<file path="src/sv/dqnh_pkg.sv">
// Types and constants of the DNS query name hasher.
// No dependencies; used by every module of the block except dqnh_fifo.
`default_nettype none

package dqnh_pkg;

    typedef enum logic [2:0] {
        ST_HASHED     = 3'd0,
        ST_NOT_IPV4   = 3'd1,
        ST_NOT_UDP    = 3'd2,
        ST_OTHER_PORT = 3'd3,
        ST_TRUNCATED  = 3'd4
    } t_status;

    // One entry of the front-to-back queue: an optional word mix and an
    // optional frame end, both caused by the same byte.
    typedef struct packed {
        logic        mix;
        logic        first;
        logic [31:0] word;
        logic        last;
        t_status     status;
        logic [7:0]  name_len;
    } t_cmd;

    typedef struct packed {
        t_status     status;
        logic [31:0] hash;
        logic [7:0]  name_len;
    } t_result;

    // Block mix constants
    localparam logic [31:0] MIX_C1 = 32'hcc9e2d51;
    localparam logic [31:0] MIX_C2 = 32'h1b873593;
    localparam logic [31:0] MIX_C3 = 32'he6546b64;

    // Frame offsets
    localparam int unsigned OFS_ETYPE_HI = 12;
    localparam int unsigned OFS_ETYPE_LO = 13;
    localparam int unsigned OFS_PROTO    = 23;
    localparam int unsigned OFS_PORT_HI  = 36;
    localparam int unsigned OFS_PORT_LO  = 37;
    localparam int unsigned OFS_NAME     = 54;
    localparam int unsigned END_ETH      = 14;
    localparam int unsigned END_IP       = 34;
    localparam int unsigned END_UDP      = 42;

    localparam logic [15:0] ETYPE_IPV4 = 16'h0800;
    localparam logic [7:0]  PROTO_UDP  = 8'd17;

    // Configuration registers
    localparam logic [0:0]  CFG_DNS_PORT    = 1'b0;
    localparam logic [0:0]  CFG_HASH_SEED   = 1'b1;
    localparam logic [15:0] DNS_PORT_RESET  = 16'd53;
    localparam logic [31:0] HASH_SEED_RESET = 32'd0;

    localparam int CMD_FIFO_DEPTH = 4;
    localparam int RES_FIFO_DEPTH = 2;

endpackage

`default_nettype wire

</file>
<file path="src/sv/dqnh_fifo.sv">
// Small first-word-fall-through queue with registered read data.
// Generic over the entry type; no package dependency.
`default_nettype none

module dqnh_fifo #(
    parameter int  DEPTH = 4,
    parameter type T     = logic [7:0]
) (
    input  wire logic i_clk,
    input  wire logic i_rst_n,
    input  wire logic i_push,
    input  wire T     i_data,
    input  wire logic i_pop,
    output T          o_data,
    output logic      o_full,
    output logic      o_empty
);

    localparam int AW = (DEPTH > 1) ? $clog2(DEPTH) : 1;
    localparam int CW = $clog2(DEPTH + 1);

    T               r_mem [DEPTH];
    T               r_q;
    logic [AW-1:0]  r_wr;
    logic [AW-1:0]  r_rd;
    logic [CW-1:0]  r_count;
    logic [AW-1:0]  n_wr;
    logic [AW-1:0]  n_rd;
    logic           do_push;
    logic           do_pop;

    assign o_full  = (r_count == CW'(DEPTH));
    assign o_empty = (r_count == '0);
    assign o_data  = r_q;
    assign do_push = i_push && !o_full;
    assign do_pop  = i_pop && !o_empty;
    assign n_wr    = (r_wr == AW'(DEPTH - 1)) ? '0 : r_wr + AW'(1);
    assign n_rd    = do_pop ? ((r_rd == AW'(DEPTH - 1)) ? '0 : r_rd + AW'(1)) : r_rd;

    always_ff @(posedge i_clk) begin
        if (do_push) begin
            r_mem[r_wr] <= i_data;
        end
        // Pass the write straight through when it lands on the next head.
        if (do_push && (r_wr == n_rd)) begin
            r_q <= i_data;
        end else begin
            r_q <= r_mem[n_rd];
        end
    end

    always_ff @(posedge i_clk) begin
        if (!i_rst_n) begin
            r_wr    <= '0;
            r_rd    <= '0;
            r_count <= '0;
        end else begin
            if (do_push) begin
                r_wr <= n_wr;
            end
            r_rd <= n_rd;
            case ({do_push, do_pop})
                2'b10:   r_count <= r_count + CW'(1);
                2'b01:   r_count <= r_count - CW'(1);
                default: r_count <= r_count;
            endcase
        end
    end

endmodule

`default_nettype wire

</file>
<file path="src/sv/dqnh_front.sv">
// Front end: parses frame bytes, packs name words, classifies the frame.
// Depends on dqnh_pkg; feeds the command queue.
`default_nettype none

module dqnh_front #(
    parameter int MAX_NAME_BYTES  = 253,
    parameter int MAX_FRAME_BYTES = 2048
) (
    input  wire logic          i_clk,
    input  wire logic          i_rst_n,
    input  wire logic          i_valid,
    input  wire logic [7:0]    i_byte,
    input  wire logic          i_last,
    input  wire logic [15:0]   i_dns_port,
    input  wire logic          i_cmd_full,
    output logic               o_cmd_push,
    output dqnh_pkg::t_cmd     o_cmd
);

    localparam int OW = $clog2(MAX_FRAME_BYTES + 1);

    typedef enum logic [1:0] {
        PH_BEFORE,
        PH_IN,
        PH_DONE
    } t_phase;

    logic [OW-1:0]     r_offset, n_offset;
    logic [15:0]       r_etype, n_etype;
    logic [7:0]        r_proto, n_proto;
    logic [15:0]       r_port, n_port;
    logic [31:0]       r_word, n_word;
    logic [7:0]        r_count, n_count;
    t_phase            r_phase, n_phase;
    logic [31:0]       word_or;
    logic              mix;
    logic              first;
    logic              accept;
    dqnh_pkg::t_status status;

    assign accept = i_valid && !i_cmd_full;

    always_comb begin
        n_offset = r_offset;
        n_etype  = r_etype;
        n_proto  = r_proto;
        n_port   = r_port;
        n_word   = r_word;
        n_count  = r_count;
        n_phase  = r_phase;
        word_or  = r_word;
        mix      = 1'b0;
        first    = (r_count[7:2] == 6'd0);

        if (r_offset < OW'(MAX_FRAME_BYTES)) begin
            n_offset = r_offset + OW'(1);
            if (r_offset == OW'(dqnh_pkg::OFS_ETYPE_HI)) begin
                n_etype = {i_byte, 8'h00};
            end else if (r_offset == OW'(dqnh_pkg::OFS_ETYPE_LO)) begin
                n_etype = {r_etype[15:8], i_byte};
            end else if (r_offset == OW'(dqnh_pkg::OFS_PROTO)) begin
                n_proto = i_byte;
            end else if (r_offset == OW'(dqnh_pkg::OFS_PORT_HI)) begin
                n_port = {i_byte, 8'h00};
            end else if (r_offset == OW'(dqnh_pkg::OFS_PORT_LO)) begin
                n_port = {r_port[15:8], i_byte};
            end else if (r_offset >= OW'(dqnh_pkg::OFS_NAME)) begin
                if (r_phase == PH_BEFORE) begin
                    n_phase = PH_IN;
                    n_word  = '0;
                    n_count = '0;
                end
                if (n_phase == PH_IN) begin
                    if (i_byte == 8'd0) begin
                        n_phase = PH_DONE;
                    end else begin
                        word_or = n_word | (32'(i_byte) << {n_count[1:0], 3'b000});
                        if (n_count[1:0] == 2'd3) begin
                            mix    = 1'b1;
                            n_word = '0;
                        end else begin
                            n_word = word_or;
                        end
                        n_count = n_count + 8'd1;
                        if (n_count >= 8'(MAX_NAME_BYTES)) begin
                            n_phase = PH_DONE;
                        end
                    end
                end
            end
        end

        // Checks in header order, on the state after this byte
        if (n_offset < OW'(dqnh_pkg::END_ETH)) begin
            status = dqnh_pkg::ST_TRUNCATED;
        end else if (n_etype != dqnh_pkg::ETYPE_IPV4) begin
            status = dqnh_pkg::ST_NOT_IPV4;
        end else if (n_offset < OW'(dqnh_pkg::END_IP)) begin
            status = dqnh_pkg::ST_TRUNCATED;
        end else if (n_proto != dqnh_pkg::PROTO_UDP) begin
            status = dqnh_pkg::ST_NOT_UDP;
        end else if (n_offset < OW'(dqnh_pkg::END_UDP)) begin
            status = dqnh_pkg::ST_TRUNCATED;
        end else if (n_port != i_dns_port) begin
            status = dqnh_pkg::ST_OTHER_PORT;
        end else if (n_phase != PH_DONE) begin
            status = dqnh_pkg::ST_TRUNCATED;
        end else begin
            status = dqnh_pkg::ST_HASHED;
        end
    end

    always_comb begin
        o_cmd_push     = accept && (mix || i_last);
        o_cmd.mix      = mix;
        o_cmd.first    = first;
        o_cmd.word     = word_or;
        o_cmd.last     = i_last;
        o_cmd.status   = status;
        o_cmd.name_len = (status == dqnh_pkg::ST_HASHED) ? n_count : 8'd0;
    end

    always_ff @(posedge i_clk) begin
        if (!i_rst_n || (accept && i_last)) begin
            r_offset <= '0;
            r_etype  <= '0;
            r_proto  <= '0;
            r_port   <= '0;
            r_word   <= '0;
            r_count  <= '0;
            r_phase  <= PH_BEFORE;
        end else if (accept) begin
            r_offset <= n_offset;
            r_etype  <= n_etype;
            r_proto  <= n_proto;
            r_port   <= n_port;
            r_word   <= n_word;
            r_count  <= n_count;
            r_phase  <= n_phase;
        end
    end

endmodule

`default_nettype wire

</file>
<file path="src/sv/dqnh_back.sv">
// Back end: runs the block mix over queued name words and forms results.
// Depends on dqnh_pkg; drains the command queue, fills the result queue.
`default_nettype none

module dqnh_back (
    input  wire logic            i_clk,
    input  wire logic            i_rst_n,
    input  wire logic            i_cmd_valid,
    input  wire dqnh_pkg::t_cmd  i_cmd,
    input  wire logic [31:0]     i_seed,
    input  wire logic            i_res_full,
    output logic                 o_cmd_pop,
    output logic                 o_res_push,
    output dqnh_pkg::t_result    o_res
);

    typedef enum logic [1:0] {
        S_IDLE,
        S_MUL2,
        S_MIX,
        S_DONE
    } t_state;

    t_state      r_state;
    logic [31:0] r_k;
    logic [31:0] r_h;
    logic        r_mixed;
    logic [31:0] h_base;
    logic [31:0] h_xor;
    logic [31:0] h_rot;
    logic [31:0] h_next;
    logic [31:0] k_rot;

    assign k_rot  = {r_k[16:0], r_k[31:17]};
    assign h_base = i_cmd.first ? i_seed : r_h;
    assign h_xor  = h_base ^ r_k;
    assign h_rot  = {h_xor[18:0], h_xor[31:19]};
    // times five is the word plus itself shifted by two
    assign h_next = h_rot + {h_rot[29:0], 2'b00} + dqnh_pkg::MIX_C3;

    assign o_cmd_pop  = ((r_state == S_MIX) && !i_cmd.last)
                     || ((r_state == S_DONE) && !i_res_full);
    assign o_res_push = (r_state == S_DONE) && !i_res_full;

    always_comb begin
        o_res.status   = i_cmd.status;
        o_res.name_len = i_cmd.name_len;
        if (i_cmd.status != dqnh_pkg::ST_HASHED) begin
            o_res.hash = '0;
        end else if (r_mixed) begin
            o_res.hash = r_h;
        end else begin
            o_res.hash = i_seed;
        end
    end

    always_ff @(posedge i_clk) begin
        if (!i_rst_n) begin
            r_state <= S_IDLE;
            r_mixed <= 1'b0;
        end else begin
            unique case (r_state)
                S_IDLE: begin
                    if (i_cmd_valid) begin
                        if (i_cmd.mix) begin
                            r_k     <= i_cmd.word * dqnh_pkg::MIX_C1;
                            r_state <= S_MUL2;
                        end else begin
                            r_state <= S_DONE;
                        end
                    end
                end
                S_MUL2: begin
                    r_k     <= k_rot * dqnh_pkg::MIX_C2;
                    r_state <= S_MIX;
                end
                S_MIX: begin
                    r_h     <= h_next;
                    r_mixed <= 1'b1;
                    r_state <= i_cmd.last ? S_DONE : S_IDLE;
                end
                S_DONE: begin
                    if (!i_res_full) begin
                        r_mixed <= 1'b0;
                        r_state <= S_IDLE;
                    end
                end
            endcase
        end
    end

endmodule

`default_nettype wire

</file>
<file path="src/sv/dns_query_name_hasher.sv">
// DNS query name hasher top level: config registers, front, queues, back.
// Depends on dqnh_pkg, dqnh_fifo, dqnh_front and dqnh_back.
//
// Feed an Ethernet frame one byte per transfer, destination MAC first, with
// i_frame_last on the final byte. The block checks for IPv4, assuming a 20-byte
// header, UDP, and a destination port equal to register 0 (dns_port, reset
// 53), then runs the MurmurHash3 x86_32 block mix over every whole four-byte
// little-endian word of the query name at frame offset 54, starting from
// register 1 (hash_seed, reset 0). The name ends at a zero byte or after
// MAX_NAME_BYTES bytes; there is no tail and no finalization. Each frame
// yields exactly one result transfer carrying status (0 hashed, 1 not IPv4,
// 2 not UDP, 3 other port, 4 truncated), the hash and the name length; the
// last two read zero unless status is 0. Bytes past MAX_FRAME_BYTES are
// ignored but i_frame_last still closes the frame. Rate: the front takes one
// byte per cycle while full is low; the back end's multiply/rotate sequencer
// takes each completed name word through S_IDLE, S_MUL2 and S_MIX, each frame
// end through S_DONE, and an end-only entry through S_IDLE and S_DONE, so long
// frames stream at one byte per cycle and only runs of frames shorter than
// about two bytes fill the 4-entry command queue and raise full; a consumer
// that leaves results waiting raises it too once both queues fill. A result
// passes through the command queue, the back end and the result queue.
// Write configuration only while no frame is in flight or waiting.
`default_nettype none

module dns_query_name_hasher #(
    parameter int MAX_NAME_BYTES  = 253,
    parameter int MAX_FRAME_BYTES = 2048
) (
    input  wire logic        i_clk,
    input  wire logic        i_rst_n,
    // byte input, queue style
    input  wire logic        push,
    output logic             full,
    input  wire logic [7:0]  i_frame_byte,
    input  wire logic        i_frame_last,
    // result output, queue style
    output logic             empty,
    input  wire logic        pop,
    output logic [2:0]       o_status,
    output logic [31:0]      o_name_hash,
    output logic [7:0]       o_name_length,
    // configuration writes
    input  wire logic        i_cfg_we,
    input  wire logic [0:0]  i_cfg_index,
    input  wire logic [31:0] i_cfg_data
);

    logic [15:0]          r_dns_port;
    logic [31:0]          r_hash_seed;

    logic                 cmd_push;
    logic                 cmd_pop;
    logic                 cmd_full;
    logic                 cmd_empty;
    dqnh_pkg::t_cmd       cmd_in;
    dqnh_pkg::t_cmd       cmd_head;

    logic                 res_push;
    logic                 res_full;
    dqnh_pkg::t_result    res_in;
    dqnh_pkg::t_result    res_head;

    // Configuration registers: written at once, no read-back
    always_ff @(posedge i_clk) begin
        if (!i_rst_n) begin
            r_dns_port  <= dqnh_pkg::DNS_PORT_RESET;
            r_hash_seed <= dqnh_pkg::HASH_SEED_RESET;
        end else if (i_cfg_we) begin
            unique case (i_cfg_index)
                dqnh_pkg::CFG_DNS_PORT:  r_dns_port  <= i_cfg_data[15:0];
                dqnh_pkg::CFG_HASH_SEED: r_hash_seed <= i_cfg_data;
            endcase
        end
    end

    // Front: parse and classify; stall the byte stream only on a full queue
    dqnh_front #(
        .MAX_NAME_BYTES  (MAX_NAME_BYTES),
        .MAX_FRAME_BYTES (MAX_FRAME_BYTES)
    ) u_front (
        .i_clk      (i_clk),
        .i_rst_n    (i_rst_n),
        .i_valid    (push),
        .i_byte     (i_frame_byte),
        .i_last     (i_frame_last),
        .i_dns_port (r_dns_port),
        .i_cmd_full (cmd_full),
        .o_cmd_push (cmd_push),
        .o_cmd      (cmd_in)
    );

    assign full = cmd_full;

    // Decouple front and back so a slow mix blocks the byte stream only once this queue fills
    dqnh_fifo #(
        .DEPTH (dqnh_pkg::CMD_FIFO_DEPTH),
        .T     (dqnh_pkg::t_cmd)
    ) u_cmd_fifo (
        .i_clk   (i_clk),
        .i_rst_n (i_rst_n),
        .i_push  (cmd_push),
        .i_data  (cmd_in),
        .i_pop   (cmd_pop),
        .o_data  (cmd_head),
        .o_full  (cmd_full),
        .o_empty (cmd_empty)
    );

    // Back: block mix sequencer and result forming
    dqnh_back u_back (
        .i_clk       (i_clk),
        .i_rst_n     (i_rst_n),
        .i_cmd_valid (!cmd_empty),
        .i_cmd       (cmd_head),
        .i_seed      (r_hash_seed),
        .i_res_full  (res_full),
        .o_cmd_pop   (cmd_pop),
        .o_res_push  (res_push),
        .o_res       (res_in)
    );

    // Hold finished results until the consumer takes them
    dqnh_fifo #(
        .DEPTH (dqnh_pkg::RES_FIFO_DEPTH),
        .T     (dqnh_pkg::t_result)
    ) u_res_fifo (
        .i_clk   (i_clk),
        .i_rst_n (i_rst_n),
        .i_push  (res_push),
        .i_data  (res_in),
        .i_pop   (pop),
        .o_data  (res_head),
        .o_full  (res_full),
        .o_empty (empty)
    );

    assign o_status      = res_head.status;
    assign o_name_hash   = res_head.hash;
    assign o_name_length = res_head.name_len;

endmodule

`default_nettype wire

</file>
<file path="config.mk">
export PLATFORM = sky130hd
export DESIGN_NAME = dns_query_name_hasher
export DESIGN_NICKNAME = d
export VERILOG_FILES = /design/src/sv/dqnh_pkg.sv /design/src/sv/dqnh_fifo.sv /design/src/sv/dqnh_front.sv /design/src/sv/dqnh_back.sv /design/src/sv/dns_query_name_hasher.sv
export SDC_FILE = /design/constraint.sdc
export NUM_CORES = 2
export LEC_CHECK = 0
export BUFFER_PORTS_ARGS = -buffer_cell sky130_fd_sc_hd__buf_2
export CAP_MARGIN = 5
export CORE_ASPECT_RATIO = 0.7
export CORE_MARGIN = 3
export CORE_UTILIZATION = 40
export CTS_CLUSTER_DIAMETER = 30
export DETAILED_ROUTE_END_ITERATION = 6
export SYNTH_ARGS = -nofsm -noshare
export SYNTH_HDL_FRONTEND = slang
export SYNTH_HIERARCHICAL = 1
export SYNTH_SLANG_ARGS = --single-unit
</file>
<file path="constraint.sdc">
create_clock -name i_clk -period 17.3 [get_ports i_clk]
set_clock_uncertainty 0.2 [all_clocks]
set_input_delay 1.73 -clock i_clk [delete_from_list [all_inputs] [get_ports i_clk]]
set_output_delay 1.73 -clock i_clk [all_outputs]
set_load 0.02 [all_outputs]
</file>
==> results.env <==
RUN_STATUS='complete, no violations'
GROUTE.USAGE.OVERALL_PCT=20.4
PLACE_CONGESTION=0.944
POST-ROUTE-WORST-SETUP-SLACK_PS=8510
CLOCK_TREE.BUFFER_DEPTH=3
PLACE_WORST_SETUP_SLACK_PS=8560
SYNTH_WARNINGS=6
TOP_ROUTING_LAYER_IN_USE='met4'
CTS_TREE='built'
REG2REGPATHDEPTH=25
FMAXACHIEVABLE_MHz=114
GRT_SETUP_UNREPAIRED='false'
MAPPEDNETLISTNETS=4501
SYNTHESIS.AREA_PER_INSTANCE_UM2=10.9
WORSTSETUPPATHTYPE='register to register'
TIMING.SETUP.TNS_PS=0
ANTENNA_FOUND_INITIAL=2
FLOORPLAN.DIE_AREA_MM2=0.104
DRT_ITER0_DRC=2429
DRV_SLEW=0
WORSTMARGINPINSLEW_PS=1150
WL_MET2_MM=41.4
DIEHEIGHT_UM=270
SYNTH_LARGEST_TYPE_AREA_FRACTION_PCT=25.1
POSTCTSRESIZEDCELLS=0
HOLD_VIOLATIONS=0
CLK-INSERTION-DELAY-LATE_PS=650
HOLD-WORST-SLACK_PS=233
DRIVE_ABOVE_1_SHARE_PCT=10.6
START_UTIL_PCT=40.5
YOSYS_REGISTER_BITS=493
VIAS_PER_CELL=5.26
TIMING.HOLD.WORST.START='u_res_fifo/r_rd'
ANTENNA_VIOLATING_NETS_POST_ROUTE=0
SYNTHCELLS=3663
MAX_CAP_VIOL_COUNT=0
MAX_STAGE_DELAY_PS=760
CTS_HOLD_BUFFERS=0
IOPINCOUNT=92
HOLD_PATH_DEPTH=1
R2R_SETUP_SLACK_PS=8510
SYNTH_ASYNC_SR_FLOP_SHARE_PCT=0
WL_PER_CELL_UM=20.6
SYNTHESIZED_AREA_MM2=0.0399
MET1_ROUTED_LENGTH_MM=54.4
FIRST_PASS_ITERS=5
TIMING.MAX_SLEW.REL_SLACK_PCT=23.6
FINAL_NET_COUNT=4571
SETUP_VIOL=0
IO_BUFFERS=91
WORST_SETUP_START_KIND='register'
CRIT_PATH_FREQUENT_CELL='sky130_fd_sc_hd__fa_1'
WORSTSETUPENDPOINTTYPE='register'
HPWL_MM=80.8
DR_WL_MET3_MM=8.40
MIN_PERIOD_OVER_PERIOD_PCT=50.8
ANTENNA-DIODE-COUNT=0
CP_MAX_FO=24
CTS-ROOT-BUF='sky130_fd_sc_hd__clkbuf_16'
WORST_SETUP_HOLD_PATH_CLK_SLEW_PS=50
FLOORPLAN.DIE.WIDTH_UM=384
MOSTFREQUENTLAYOUTCELLS='sky130_fd_sc_hd__inv_1 (662), sky130_fd_sc_hd__ha_1 (465), sky130_fd_sc_hd__edfxtp_1 (334)'
ROWS=96
REQUIRED_PS=17430
GRT_START_MAX_NET_PINS=87
CRIT_SLOWEST_CELL='sky130_fd_sc_hd__mux4_2'
CTS.HTREE.LEVELS=3
CORE-AREA_MM2=0.0985
POSTCTSSETUPREPAIRBUFS=0
HP-CLASS='register to register'
CTS_MADE_BUFFERS=92
TIMING.CRITICAL_PATH.ARRIVAL_PS=8920
SYNTH_AREA_LEADERS='sky130_fd_sc_hd__edfxtp_1 (25%), sky130_fd_sc_hd__fa_1 (16%), sky130_fd_sc_hd__ha_1 (15%)'
POSTROUTEWIRELENGTH_MM=106
SYNTH_AREA_LEADER_CELL='sky130_fd_sc_hd__edfxtp_1'
LAYOUT_COMMONEST_CELL='sky130_fd_sc_hd__inv_1'
GRT_FIRST_PASS_WIRELENGTH_MM=163
CTS.SINK_COUNT=493
FINAL_PERIOD_MINUS_WORST_SETUP_SLACK_PS=8790
SYNTH-EDFF-COUNT=334
TOTAL_NUMBER_OF_VIAS=27000
YS_SEQ_AREA_SHARE_PCT=33.1
AREA.GROWTH.SYNTH_TO_FINAL_PCT=12.5
GRT.OVERFLOW.TOTAL=0
DRC=0
SYNTH-MAIN-FF-CELL='sky130_fd_sc_hd__edfxtp_1'
FF_TO_FF_END='u_back/r_k[30]'
NUMBER_OF_GLOBAL_ROUTE_VIAS_BEFORE_REPAIR=26200
NETLIST-CELL-TYPE-COUNT=109
cell usage after synthesis (all sizes together) (7+ instances only):
library cell	n
nand2	196
dfxtp	159
or2	10
a31oi	14
nor2b	13
a41oi	13
and2	24
or4	8
nand2b	31
o21a	7
inv	664
nor4b	7
nor2	195
a32o	24
nor4	15
a22oi	29
a21o	36
ha	465
o211ai	12
o21bai	14
buf	51
mux4	46
and4	9
xor2	59
and3	11
clkbuf	93
nand4	38
nor3	29
o21ai	118
edfxtp	334
mux2	46
xnor2	146
a21oi	138
fa	326
a21boi	10
nand3	39
nor3b	10
mux2i	104
a221oi	10
or3	19
per-layer routing:
layer,up-vias,global-route usage [%]
met4,0,3.52
met5,-,0
met3,83,4.34
met1,13400,33.6
li1,12600,-
met2,892,26.9
logic make-up (layout without fill, tap and decap cells):
logic type      Yosys count  count (layout)  share of synthesized area (%)
compound gates          491             491                           8.20
xor+xnor                205             205                           4.50
fa+ha+maj               792             792                           30.9
buf+inv                 808             958                           8.24
flops                   493             493                           33.1
mux                     196             196                           6.56
simple gates            678             678                           8.47
sequential cells by signal, indices dropped and copies added, names as in the netlist, 3 cells and up, named ones only:
name and flops:
r_hash_seed 32, r_dns_port 16, u_front/r_offset 12, u_front/r_count 8, u_cmd_fifo/r_count 3, u_front/r_port 16
u_res_fifo/r_mem 86, u_back/r_k 32, u_back/r_h 32, u_cmd_fifo/r_mem 184, u_front/r_etype 16, u_front/r_word 32
u_front/r_proto 8
cell type report:
class / count / area, um^2
inverters: 664 / 2490
clock inverters: 75 / 1060
well taps: 1323 / 1660
multi-input cells: 2362 / 23400
clock buffers: 99 / 2360
flip-flops and latches: 493 / 13200
repair buffers: 120 / 676
fillers: 9132 / 53600
critical path: cells and delay by family, from the launching register on:
| family | cells | cell delay, ps |
|---|---|---|
| muxes | 1 | 760 |
| xor gates and xnor gates | 2 | 380 |
| buffers and inverters | 5 | 720 |
| AOI/OAI and AO/OA | 6 | 1520 |
| DFF | 1 | 650 |
| adders and majority gates | 9 | 3790 |
| and+or+nand+nor | 2 | 430 |
stage by stage:
| step | instances | utilization, % | instance area, um^2 |
|---|---|---|---|
| after detailed placement | 4962 | 42.1 | 41500 |
| after CTS | 5136 | 45.6 | 44900 |
| final | 5136 | 45.6 | 44900 |
| after global routing | 5136 | 45.6 | 44900 |
| after floorplan | 3663 | - | 39900 |
| after global placement | 4962 | 42.1 | 41500 |
worst max-delay path by stage:
stage / from / depth (start not counted) / end
after floorplan: register / 26 / u_back/r_k[30]
after detailed placement: register / 25 / u_back/r_k[30]
after CTS: register / 25 / u_back/r_k[30]
after global routing: register / 25 / u_back/r_k[30]
after global placement: register / 25 / u_back/r_k[30]
final: register / 25 / u_back/r_k[30]
Power is left out: the tool's default activity adds up to more than one toggle a clock period on the data nets, which glitch-free logic cannot reach.
